[src/csvf_pkg.sv]
// Package for the cascaded state-variable filter: widths, register indexes,
// filter type codes, sequencer step type, configuration struct and arithmetic helpers.
// No dependencies.
package csvf_pkg;

    localparam int MAX_STAGES = 5;
    localparam int NUM_STAGES = MAX_STAGES + 1;
    localparam int STAGE_W    = $clog2(NUM_STAGES);

    localparam int SAMPLE_W = 24;
    localparam int ACC_W    = 32;
    localparam int COEF_W   = 21;
    localparam int PROD_W   = ACC_W + COEF_W;
    localparam int SUM_W    = 40;
    localparam int CFG_IDX_W  = 3;
    localparam int CFG_DATA_W = 20;

    // Configuration register indexes.
    localparam logic [CFG_IDX_W-1:0] REG_COEF_F      = 3'd0;
    localparam logic [CFG_IDX_W-1:0] REG_COEF_Q      = 3'd1;
    localparam logic [CFG_IDX_W-1:0] REG_COEF_Q_ROOT = 3'd2;
    localparam logic [CFG_IDX_W-1:0] REG_FILTER_TYPE = 3'd3;
    localparam logic [CFG_IDX_W-1:0] REG_STAGE_COUNT = 3'd4;
    localparam logic [CFG_IDX_W-1:0] REG_OUT_GAIN    = 3'd5;

    // Filter type codes; all other codes select the low output.
    localparam logic [2:0] FT_LOW   = 3'd0;
    localparam logic [2:0] FT_HIGH  = 3'd1;
    localparam logic [2:0] FT_BAND  = 3'd2;
    localparam logic [2:0] FT_NOTCH = 3'd3;

    typedef enum logic [3:0] {
        ST_IDLE,
        ST_RD,
        ST_LD,
        ST_MBF,
        ST_MBQ,
        ST_MXQ,
        ST_HI,
        ST_MHF,
        ST_WB,
        ST_GM,
        ST_OUT
    } csvf_step_t;

    typedef struct packed {
        logic [15:0]        coef_f;
        logic [16:0]        coef_q;
        logic [16:0]        coef_q_root;
        logic [2:0]         filter_type;
        logic [19:0]        out_gain;
        logic [STAGE_W-1:0] stage_last;
        logic               clear_int;
    } csvf_cfg_t;

    // Round half up and drop 16 fraction bits, sign-extended to the sum width.
    function automatic logic signed [SUM_W-1:0] round_q16(input logic signed [PROD_W-1:0] p);
        logic signed [PROD_W-1:0] t;
        t = p + PROD_W'(32768);
        return {{(SUM_W - PROD_W + 16){t[PROD_W-1]}}, t[PROD_W-1:16]};
    endfunction

    function automatic logic signed [SUM_W-1:0] ext32(input logic signed [ACC_W-1:0] v);
        return {{(SUM_W - ACC_W){v[ACC_W-1]}}, v};
    endfunction

    function automatic logic signed [ACC_W-1:0] sat32(input logic signed [SUM_W-1:0] v);
        logic [SUM_W-ACC_W:0] upper;
        upper = v[SUM_W-1:ACC_W-1];
        if (&upper || ~|upper)
            return v[ACC_W-1:0];
        else if (v[SUM_W-1])
            return {1'b1, {(ACC_W-1){1'b0}}};
        else
            return {1'b0, {(ACC_W-1){1'b1}}};
    endfunction

    function automatic logic signed [SAMPLE_W-1:0] sat24(input logic signed [SUM_W-1:0] v);
        logic [SUM_W-SAMPLE_W:0] upper;
        upper = v[SUM_W-1:SAMPLE_W-1];
        if (&upper || ~|upper)
            return v[SAMPLE_W-1:0];
        else if (v[SUM_W-1])
            return {1'b1, {(SAMPLE_W-1){1'b0}}};
        else
            return {1'b0, {(SAMPLE_W-1){1'b1}}};
    endfunction

endpackage

[src/cascaded_state_variable_filter.sv]
// Top level of the cascaded state-variable filter: configuration registers,
// handshakes and output register. Depends on csvf_pkg and csvf_core.
//
//  Channel   Handshake             Payload                  Direction
//  ------------------------------------------------------------------
//  cfg       cfg_valid/cfg_ready   cfg_index, cfg_data      in
//  in        in_valid/in_ready     sample_in                in
//  out       out_valid/out_ready   sample_out               out
//
// Each stage runs through one shared multiplier (read, load, three multiplies,
// the high-pass sum, a fourth multiply, write-back). Each word passes stages 0 to
// n (stage_count clamped to MAX_STAGES) and the output gain before the next is taken.
// Reset clears the integrator valid bits at once; no clearing pass is needed.
// The output register holds a finished word while out_ready is low, and the
// next input word is accepted meanwhile; the core stalls only when a second
// result is ready and the output register is still full.
module cascaded_state_variable_filter (
    input  logic                                    clk,
    input  logic                                    rst_n,
    input  logic                                    cfg_valid,
    output logic                                    cfg_ready,
    input  logic [csvf_pkg::CFG_IDX_W-1:0]          cfg_index,
    input  logic [csvf_pkg::CFG_DATA_W-1:0]         cfg_data,
    input  logic                                    in_valid,
    output logic                                    in_ready,
    input  logic signed [csvf_pkg::SAMPLE_W-1:0]    sample_in,
    output logic                                    out_valid,
    input  logic                                    out_ready,
    output logic signed [csvf_pkg::SAMPLE_W-1:0]    sample_out
);
    import csvf_pkg::*;

    logic [15:0] coef_f_reg;
    logic [16:0] coef_q_reg;
    logic [16:0] coef_q_root_reg;
    logic [2:0]  filter_type_reg;
    logic [2:0]  stage_count_reg;
    logic [19:0] out_gain_reg;

    logic out_valid_reg;
    logic signed [SAMPLE_W-1:0] sample_out_reg;

    logic       cfg_write;
    logic       core_idle;
    logic       res_valid;
    logic       res_ready;
    logic signed [SAMPLE_W-1:0] res_sample;
    csvf_cfg_t  cfg;

    // Configuration writes are always taken; software writes only while idle, but the block itself does not enforce it.
    assign cfg_ready = 1'b1;
    assign cfg_write = cfg_valid && cfg_ready;

    always_ff @(posedge clk or negedge rst_n)
    begin
        if (!rst_n)
        begin
            coef_f_reg      <= 16'd32768;
            coef_q_reg      <= 17'd65536;
            coef_q_root_reg <= 17'd65536;
            filter_type_reg <= FT_LOW;
            stage_count_reg <= 3'd0;
            out_gain_reg    <= 20'd65536;
        end
        else if (cfg_write)
        begin
            case (cfg_index)
                REG_COEF_F:      coef_f_reg      <= cfg_data[15:0];
                REG_COEF_Q:      coef_q_reg      <= cfg_data[16:0];
                REG_COEF_Q_ROOT: coef_q_root_reg <= cfg_data[16:0];
                REG_FILTER_TYPE: filter_type_reg <= cfg_data[2:0];
                REG_STAGE_COUNT: stage_count_reg <= cfg_data[2:0];
                REG_OUT_GAIN:    out_gain_reg    <= cfg_data[19:0];
                default: ;
            endcase
        end
    end

    // A stage count beyond the store is used as the largest one; a write to
    // the stage count clears every integrator.
    always_comb
    begin
        cfg.coef_f      = coef_f_reg;
        cfg.coef_q      = coef_q_reg;
        cfg.coef_q_root = coef_q_root_reg;
        cfg.filter_type = filter_type_reg;
        cfg.out_gain    = out_gain_reg;
        cfg.stage_last  = (32'(stage_count_reg) > MAX_STAGES) ?
                          STAGE_W'(MAX_STAGES) : STAGE_W'(stage_count_reg);
        cfg.clear_int   = cfg_write && (cfg_index == REG_STAGE_COUNT);
    end

    assign in_ready = core_idle;

    csvf_core u_core (
        .clk        (clk),
        .rst_n      (rst_n),
        .cfg        (cfg),
        .start      (in_valid && in_ready),
        .sample     (sample_in),
        .idle       (core_idle),
        .res_valid  (res_valid),
        .res_ready  (res_ready),
        .res_sample (res_sample)
    );

    // The output register takes a result whenever it is empty or being drained.
    assign res_ready = !out_valid_reg || out_ready;

    always_ff @(posedge clk or negedge rst_n)
    begin
        if (!rst_n)
        begin
            out_valid_reg <= 1'b0;
        end
        else if (res_ready)
        begin
            out_valid_reg <= res_valid;
        end
    end

    always_ff @(posedge clk)
    begin
        if (res_ready && res_valid)
        begin
            sample_out_reg <= res_sample;
        end
    end

    assign out_valid  = out_valid_reg;
    assign sample_out = sample_out_reg;

endmodule

[src/csvf_ram.sv]
// Generic simple dual-port RAM: one write port, one read port with registered data.
// No dependencies.
module csvf_ram #(
    parameter int WIDTH = 64,
    parameter int DEPTH = 6
) (
    input  logic                     clk,
    input  logic                     we,
    input  logic [$clog2(DEPTH)-1:0] waddr,
    input  logic [WIDTH-1:0]         wdata,
    input  logic                     re,
    input  logic [$clog2(DEPTH)-1:0] raddr,
    output logic [WIDTH-1:0]         rdata
);

    logic [WIDTH-1:0] mem [DEPTH];
    logic [WIDTH-1:0] rdata_reg;

    always_ff @(posedge clk)
    begin
        if (we)
        begin
            mem[waddr] <= wdata;
        end
        if (re)
        begin
            rdata_reg <= mem[raddr];
        end
    end

    assign rdata = rdata_reg;

endmodule

[src/csvf_core.sv]
// Stage sequencer and shared multiply datapath of the filter cascade.
// Depends on csvf_pkg and csvf_ram (integrator store).
module csvf_core (
    input  logic                                 clk,
    input  logic                                 rst_n,
    input  csvf_pkg::csvf_cfg_t                  cfg,
    input  logic                                 start,
    input  logic signed [csvf_pkg::SAMPLE_W-1:0] sample,
    output logic                                 idle,
    output logic                                 res_valid,
    input  logic                                 res_ready,
    output logic signed [csvf_pkg::SAMPLE_W-1:0] res_sample
);
    import csvf_pkg::*;

    csvf_step_t step_reg, step_next;
    logic [STAGE_W-1:0]      stage_reg;
    logic [NUM_STAGES-1:0]   valid_reg;
    logic signed [ACC_W-1:0] x_reg, low_reg, band_reg, lo_reg, hi_reg;
    logic signed [SUM_W-1:0] acc_reg;
    logic signed [PROD_W-1:0] prod_reg;

    logic signed [ACC_W-1:0]  mul_a;
    logic signed [COEF_W-1:0] mul_c;
    logic                     mul_en;
    logic signed [ACC_W-1:0]  bd, nt, x_sel;
    logic                     ram_we, ram_re;
    logic [2*ACC_W-1:0]       ram_rdata;

    // Low integrator in the upper half of a word, band in the lower half.
    csvf_ram #(
        .WIDTH (2 * ACC_W),
        .DEPTH (NUM_STAGES)
    ) u_state_ram (
        .clk   (clk),
        .we    (ram_we),
        .waddr (stage_reg),
        .wdata ({lo_reg, bd}),
        .re    (ram_re),
        .raddr (stage_reg),
        .rdata (ram_rdata)
    );

    always_comb
    begin
        step_next = step_reg;
        ram_we    = 1'b0;
        ram_re    = 1'b0;
        case (step_reg)
            ST_IDLE: if (start) step_next = ST_RD;
            ST_RD:
            begin
                ram_re    = 1'b1;
                step_next = ST_LD;
            end
            ST_LD:  step_next = ST_MBF;
            ST_MBF: step_next = ST_MBQ;
            ST_MBQ: step_next = ST_MXQ;
            ST_MXQ: step_next = ST_HI;
            ST_HI:  step_next = ST_MHF;
            ST_MHF: step_next = ST_WB;
            ST_WB:
            begin
                ram_we    = 1'b1;
                step_next = (stage_reg == cfg.stage_last) ? ST_GM : ST_RD;
            end
            ST_GM:  step_next = ST_OUT;
            ST_OUT: if (res_ready) step_next = ST_IDLE;
            default: step_next = ST_IDLE;
        endcase
    end

    always_ff @(posedge clk or negedge rst_n)
    begin
        if (!rst_n)
        begin
            step_reg  <= ST_IDLE;
            stage_reg <= '0;
            valid_reg <= '0;
        end
        else
        begin
            step_reg <= step_next;
            if (start && step_reg == ST_IDLE)
            begin
                stage_reg <= '0;
            end
            else if (step_reg == ST_WB && stage_reg != cfg.stage_last)
            begin
                stage_reg <= stage_reg + 1'b1;
            end
            if (cfg.clear_int)
            begin
                valid_reg <= '0;
            end
            else if (ram_we)
            begin
                valid_reg[stage_reg] <= 1'b1;
            end
        end
    end

    // One multiplier, shared by every product of a stage and by the output gain.
    always_comb
    begin
        mul_en = 1'b1;
        mul_a  = band_reg;
        mul_c  = {5'b0, cfg.coef_f};
        case (step_reg)
            ST_MBF: mul_c = {5'b0, cfg.coef_f};
            ST_MBQ: mul_c = {4'b0, cfg.coef_q};
            ST_MXQ:
            begin
                mul_a = x_reg;
                mul_c = {4'b0, cfg.coef_q_root};
            end
            ST_MHF: mul_a = hi_reg;
            ST_GM:
            begin
                mul_a = x_reg;
                mul_c = {1'b0, cfg.out_gain};
            end
            default: mul_en = 1'b0;
        endcase
    end

    assign bd = sat32(ext32(band_reg) + round_q16(prod_reg));
    assign nt = sat32(ext32(hi_reg) + ext32(lo_reg));

    always_comb
    begin
        case (cfg.filter_type)
            FT_HIGH:  x_sel = hi_reg;
            FT_BAND:  x_sel = bd;
            FT_NOTCH: x_sel = nt;
            default:  x_sel = lo_reg;
        endcase
    end

    always_ff @(posedge clk)
    begin
        if (mul_en)
        begin
            prod_reg <= mul_a * mul_c;
        end
        case (step_reg)
            ST_IDLE:
            begin
                x_reg <= {{(ACC_W - SAMPLE_W){sample[SAMPLE_W-1]}}, sample};
            end
            ST_LD:
            begin
                low_reg  <= valid_reg[stage_reg] ? ram_rdata[2*ACC_W-1:ACC_W] : '0;
                band_reg <= valid_reg[stage_reg] ? ram_rdata[ACC_W-1:0] : '0;
            end
            ST_MBQ: lo_reg  <= sat32(ext32(low_reg) + round_q16(prod_reg));
            ST_MXQ: acc_reg <= -ext32(lo_reg) - round_q16(prod_reg);
            ST_HI:  hi_reg  <= sat32(acc_reg + round_q16(prod_reg));
            ST_WB:  x_reg   <= x_sel;
            default: ;
        endcase
    end

    assign idle       = (step_reg == ST_IDLE);
    assign res_valid  = (step_reg == ST_OUT);
    assign res_sample = sat24(round_q16(prod_reg));

`ifndef NO_ASSERTIONS
    a_valid_after_wb: assert property (@(posedge clk) disable iff (!rst_n)
        (step_reg == ST_WB) && !cfg.clear_int |=> valid_reg[$past(stage_reg)])
        else $error("integrator entry not marked valid after write-back");

    a_stage_in_range: assert property (@(posedge clk) disable iff (!rst_n)
        !idle |-> stage_reg <= cfg.stage_last)
        else $error("stage index beyond configured cascade length");

    a_no_rw_overlap: assert property (@(posedge clk) disable iff (!rst_n)
        ram_re |=> !ram_we ##1 !ram_we)
        else $error("write-back overlaps a pending integrator read");

    a_result_held: assert property (@(posedge clk) disable iff (!rst_n)
        res_valid && !res_ready |=> res_valid && $stable(res_sample))
        else $error("core result changed while waiting");
`endif

endmodule

[config.mk]
export PLATFORM = sky130hd
export DESIGN_NAME = cascaded_state_variable_filter
export DESIGN_NICKNAME = d
export VERILOG_FILES = /design/src/csvf_pkg.sv /design/src/cascaded_state_variable_filter.sv /design/src/csvf_ram.sv /design/src/csvf_core.sv
export SDC_FILE = /design/constraint.sdc
export NUM_CORES = 2
export LEC_CHECK = 0
export ABC_AREA = 1
export BUFFER_PORTS_ARGS = -buffer_cell sky130_fd_sc_hd__buf_2
export CAP_MARGIN = 20
export CORE_AREA = 4 4 629 444
export CTS_CLUSTER_SIZE = 10
export DETAILED_ROUTE_END_ITERATION = 16
export DIE_AREA = 0 0 633 448
export GPL_TIMING_DRIVEN = 1
export PLACE_DENSITY_LB_ADDON = 0.15
export SLEW_MARGIN = 20
export SYNTH_ARGS = -nofsm -noshare
export SYNTH_HDL_FRONTEND = slang
export SYNTH_HIERARCHICAL = 1
export SYNTH_SLANG_ARGS = --single-unit
[constraint.sdc]
create_clock -name clk -period 12.6 [get_ports clk]
set_clock_uncertainty 0.15 [all_clocks]
set_input_delay 0.63 -clock clk [delete_from_list [all_inputs] [get_ports clk]]
set_output_delay 0.63 -clock clk [all_outputs]
set_load 0.005 [all_outputs]
Yosys cells after proc, flatten, opt, wreduce, memory -nomap -nowiden
Memory sizes are Yosys's and may differ from the RTL's. A register that Yosys moved wholly into a read port is not among the register bits. Index checks and enable logic that the tools add are counted.

Add/subtract/negate cells: 8. Multipliers: 1. $lt $le $gt $ge: 3. Equality and inequality tests: 22. Muxes and demuxes: 32. Bitwise logic cells: 1. Reduce and logical (&&, ||, !) cells: 42.

Operator list (count): two-way mux 32 bit (8); one-hot mux 32 bit (2 select lines) (2); one-hot mux 32 bit (3 select lines) (1); adder 32 x 37 -> 38 bit (2); one-hot mux 20 bit (3 select lines) (1); adder 53 x 17 -> 53 bit (second input constant) (1); multiplier 32 x 21 -> 53 bit (1); two-way mux 24 bit (2); one-hot mux 4 bit (11 select lines) (1); adder 40 x 37 -> 40 bit (1); negator 32 -> 40 bit (1); subtractor 40 x 37 -> 40 bit (1); AND reduction 9 bit (4); OR reduction 9 bit (4); adder 32 x 32 -> 33 bit (1); equality test 4 x 3 -> 1 bit (second input constant) (4); AND reduction 14 bit (1); AND reduction 2 bit (7); OR reduction 14 bit (1); equality test 3 x 2 -> 1 bit (second input constant) (4); equality test 4 bit (second input constant) (3); two-way mux 4 bit (3); two-way mux 6 bit (2); two-way mux 3 bit (3); 23 further kinds (50).

Bits in registers: 367. RAM bits: 384. Input port bits: 52. Logic and storage cells: 128. Memories: 1.

Memories: u_core.u_state_ram.mem (words 6, width 64, read ports 1, clocked after memory_dff 1, wr ports 1, RTL line csvf_ram.sv:16) `logic [WIDTH-1:0] mem [DEPTH];`.

Depth between registers and ports, before layout
Depth in word-level cells: 8. Depth in mapped cells: 39. Mapped depth without buffers: 37.

Modules after synthesis
The synthesis kept the hierarchy.

Modules (own cells, without submodules): csvf_core (instances 1, cells each 6376, area an instance 47370.4 sq um, seq. area each 7472.2 sq um); csvf_ram (instances 1, cells each 1238, area an instance 16814.9 sq um, seq. area each 13452.9 sq um); cascaded_state_variable_filter (instances 1, cells each 379, area an instance 3833.7 sq um, seq. area each 2652.5 sq um).

Least setup slack after synthesis
OpenSTA, ideal clock, no wires.

Path type: reg2reg. Start: reg u_core.step_reg[1]. End: reg u_core.prod_reg[51], data pin. Arrival time: 8072 ps. Required time: 12198 ps. Slack: 4126 ps. Cell stages (with the launch flop): 31. Path buffers: 1. Clock period less this slack: 8474 ps. Cells stage by stage: dfrtp_1 -> inv_1 -> nand2_2 -> nor2_4 -> clkbuf_1 -> nand2_1 -> nand4_1 -> inv_1 -> nor2_1 -> inv_1 -> fa_1 -> fa_1 -> inv_1 -> fa_1 -> inv_1 -> fa_1 -> inv_1 -> fa_1 -> inv_1 -> fa_1 -> inv_1 -> fa_1 -> ha_1 -> a21oi_1 -> nor3_1 -> a211oi_1 -> o21ai_0 -> a221oi_1 -> nand2_1 -> nand2_1 -> nand2_1.

Word-level cells in the longest chain between the ends: 4.

Ends and longest elaborated chain: start, declared (RTL line csvf_core.sv:16) `csvf_step_t step_reg, step_next;`; start signal, assigned (RTL line csvf_core.sv:83) `step_reg <= step_next;`; equality test 4 bit or equality test 4 x 3 -> 1 bit (tied branches) (RTL line csvf_core.sv:109) `case (step_reg)`; OR reduction 2 bit (no line); one-hot mux 32 bit (2 select lines) (RTL line csvf_core.sv:109); multiplier 32 x 21 -> 53 bit (*) (RTL line csvf_core.sv:144) `prod_reg <= mul_a * mul_c;`; end signal, assigned (RTL line csvf_core.sv:144); end, declared (RTL line csvf_core.sv:21) `logic signed [PROD_W-1:0] prod_reg;`.

Every way passes the cells marked *; elsewhere a longest branch is shown, timed or not. A chain may end at the register's enable or synchronous reset.

Final worst setup path
Start: reg u_core.step_reg[2]. End: reg u_core.prod_reg[50], data pin.

Same word-level chain as after synthesis.

==> results.tsv <==
metric	value	unit
via count	55510	
top cells by area, synth	edfxtp_1 31%, fa_1 19%, nand2_1 11%, inv_1 6.6%, ha_1 6.5%	
sequential-to-total area share from yosys stat	0.3466	
Synth cell types	59	
#FFs+latches synth	800	
Num CTS Buffers	95	
DP HPWL	224100	um
Max-Slew Margin vs Limit	0.2605	
Util after Layout	0.2772	
Critical Path End	u_core/prod_reg[50]	
DIE AREA	0.2836	sq mm
Tightest Pin Transition	1107	ps
Worst-Skew Late Latency	730	ps
DR DRC count	0	
H-tree depth	3	
Worst setup EP type	register	
IO Pins	79	
antenna-violating nets left	0	
worst-case clock buffer depth	3	
Post-synth top cells	1965 x nand2_1, 1201 x inv_1, 1053 x nor2_1, 710 x edfxtp_1, 639 x fa_1	
die height	448	um
P&R area growth vs syn	11.49	%
final setup fails	0	
initial cell density of the core	0.2486	
Final min period	9941	ps
Clock Sinks	800	
Placeable Area	0.2736	sq mm
initial antenna violation count	24	
vias in the first global route	54170	
PortBufs	77	
Syn Inst Count	7993	
RSZ-0062 raised after global routing	no	
gr ovfl total	0	
Worst Hold Depth	3	
CP arrival	10220	ps
Synth Flop Type	edfxtp_1	
Max-Cap Viols	0	
Ys Warns	6	
final WL	286400	um
Reg2Reg Depth	24	
WL per Instance	24.37	um
row cnt	161	
TritonCTS clock tree	yes	
worst hold start	cfg_data[8]	
fraction of layout cells with a size suffix above 1	0.05126	
largest net degree at the start of global routing	70	
Slew Limit Fails	0	
Syn Area/Cell	8.510	sq um
GRT Util Overall	0.1987	
First DRT Iteration DRCs	5592	
Worst R2R End	u_core/prod_reg[50]	
Crit Path Class	reg2reg	
syn_nets	9037	
Synth top area share	0.3134	
status	complete, no violations	
synthesized area	0.06802	sq mm
final setup TNS	0	ps
CP startpoint kind	register	
Worst-path clk slew	60	ps
Final #Nets	9085	
number of flops mapped to enable cells by yosys	710	
count leader, synth	nand2_1	
Largest register FFs	384	
critical path launch point	u_core/step_reg[2]	
Hold Worst Slack	50.73	ps
crit path max fanout	40	
crit share post-route	0.7889	
vias per cell	4.723	
Hold Crit Class	in2reg	
gpl congestion	0.9574	
Critical R2R Launch	u_core/step_reg[2]	
Peak Freq	0.1006	GHz
async set-reset flop share out of synthesis	0.1125	
Die Wd	633	um
first-pass GRT wire length	407200	um
Crit path required time	12880	ps
Hold Vio Cnt, Final	0	
First-pass DRT Iterations	6	
flop-to-flop setup slack	2660	ps
filler cell count	29590	
CTS root buffer	clkbuf_16	
dominant cell type by area after synthesis	edfxtp_1	
-- cell usage in the layout (no fill, tap or decap), drive strengths merged, types with 37 or more instances in the layout --
| cell type | n |
|---|---|
| xnor2 | 80 |
| fa | 639 |
| nand3 | 419 |
| buf | 188 |
| nand2 | 1981 |
| a21oi | 397 |
| edfxtp | 710 |
| o211ai | 37 |
| a31oi | 39 |
| ha | 353 |
| nor3 | 68 |
| inv | 1216 |
| o21ai | 266 |
| clkbuf | 113 |
| nand4 | 79 |
| dfrtp | 86 |
| nor2 | 1066 |
| xor2 | 140 |
-- layout make-up --
| type | count | area [sq um] | share of cell area |
|---|---|---|---|
| clock buffers | 113 | 2455 | 0.03237 |
| repair buffers | 200 | 1341 | 0.01769 |
| clock inverters | 19 | 286.5 | 0.003778 |
| inverters | 1217 | 4576 | 0.06034 |
| flip-flops and latches | 800 | 23590 | 0.3110 |
| diodes | 10 | 25.02 | 0.0003300 |
| well taps | 3667 | 4588 | 0.06050 |
| multi-input cells | 5727 | 38970 | 0.5140 |
-- repair_timing --
action,in CTS,in global routing
hold endpoints to repair,42,0
gates resized for setup,0,0
setup buffers,0,0
hold buffers,12,0
-- layer usage --
metal  GRT usage  part of all wire  up-vias
met5    0.001684           0.00027        -
met4     0.03162             0.016        5
met3     0.04695             0.084      224
met2      0.2632              0.38     1975
met1      0.3218              0.52    27750
li1            -                 -    25560
-- critical path, stage by stage (launching register included) --
cell and delay (ps):
dfrtp_1 450, nand2_2 210, nor2_1 130, inv_2 520, nand2_2 700, o21ai_1 1060
buf_4 330, inv_1 110, nand2_1 130, fa_1 570, fa_1 590, inv_1 320
fa_1 510, fa_1 580, fa_1 430, fa_1 530, fa_1 430, ha_1 500
nand2_1 170, nor2_1 290, nand4_1 260, nor4_1 340, nand2_1 170, nand3_1 100
nand2_1 110
-- worst min-delay path by stage --
stage,endpoint,slack (ps)
after detailed placement,coef_q_root_reg[16],310
final,out_gain_reg[8],50
after floorplan,coef_f_reg[0],180
after CTS,out_gain_reg[8],2
after global routing,out_gain_reg[8],20
after global placement,coef_f_reg[0],300
-- cell families (layout without fill, tap and decap cells) --
logic type                 Yosys count  count (layout)  share of synthesized area
other                                1              11                 0.00005513
buffers and inverters             1466            1549                    0.08397
adders and majority gates          992             992                     0.2530
xor gates and xnor gates           220             220                    0.02855
DFF                                800             800                     0.3466
and+or+nand+nor                   3666            3666                     0.2186
AOI/OAI and AO/OA                  848             848                    0.06922
-- stage by stage --
| step | setup WS [ps] | cells | cell area [sq um] |
|---|---|---|---|
| final | 2659 | 11750 | 75830 |
| after global routing | 2192 | 11740 | 75810 |
| after CTS | 2800 | 11740 | 75800 |
| after detailed placement | 2805 | 11600 | 72940 |
| after global placement | 2718 | 11600 | 72940 |
| after floorplan | 4126 | 7993 | 68020 |
Power is left out: the tool's default activity adds up to more than one toggle a clock period on the data nets, which glitch-free logic cannot reach.
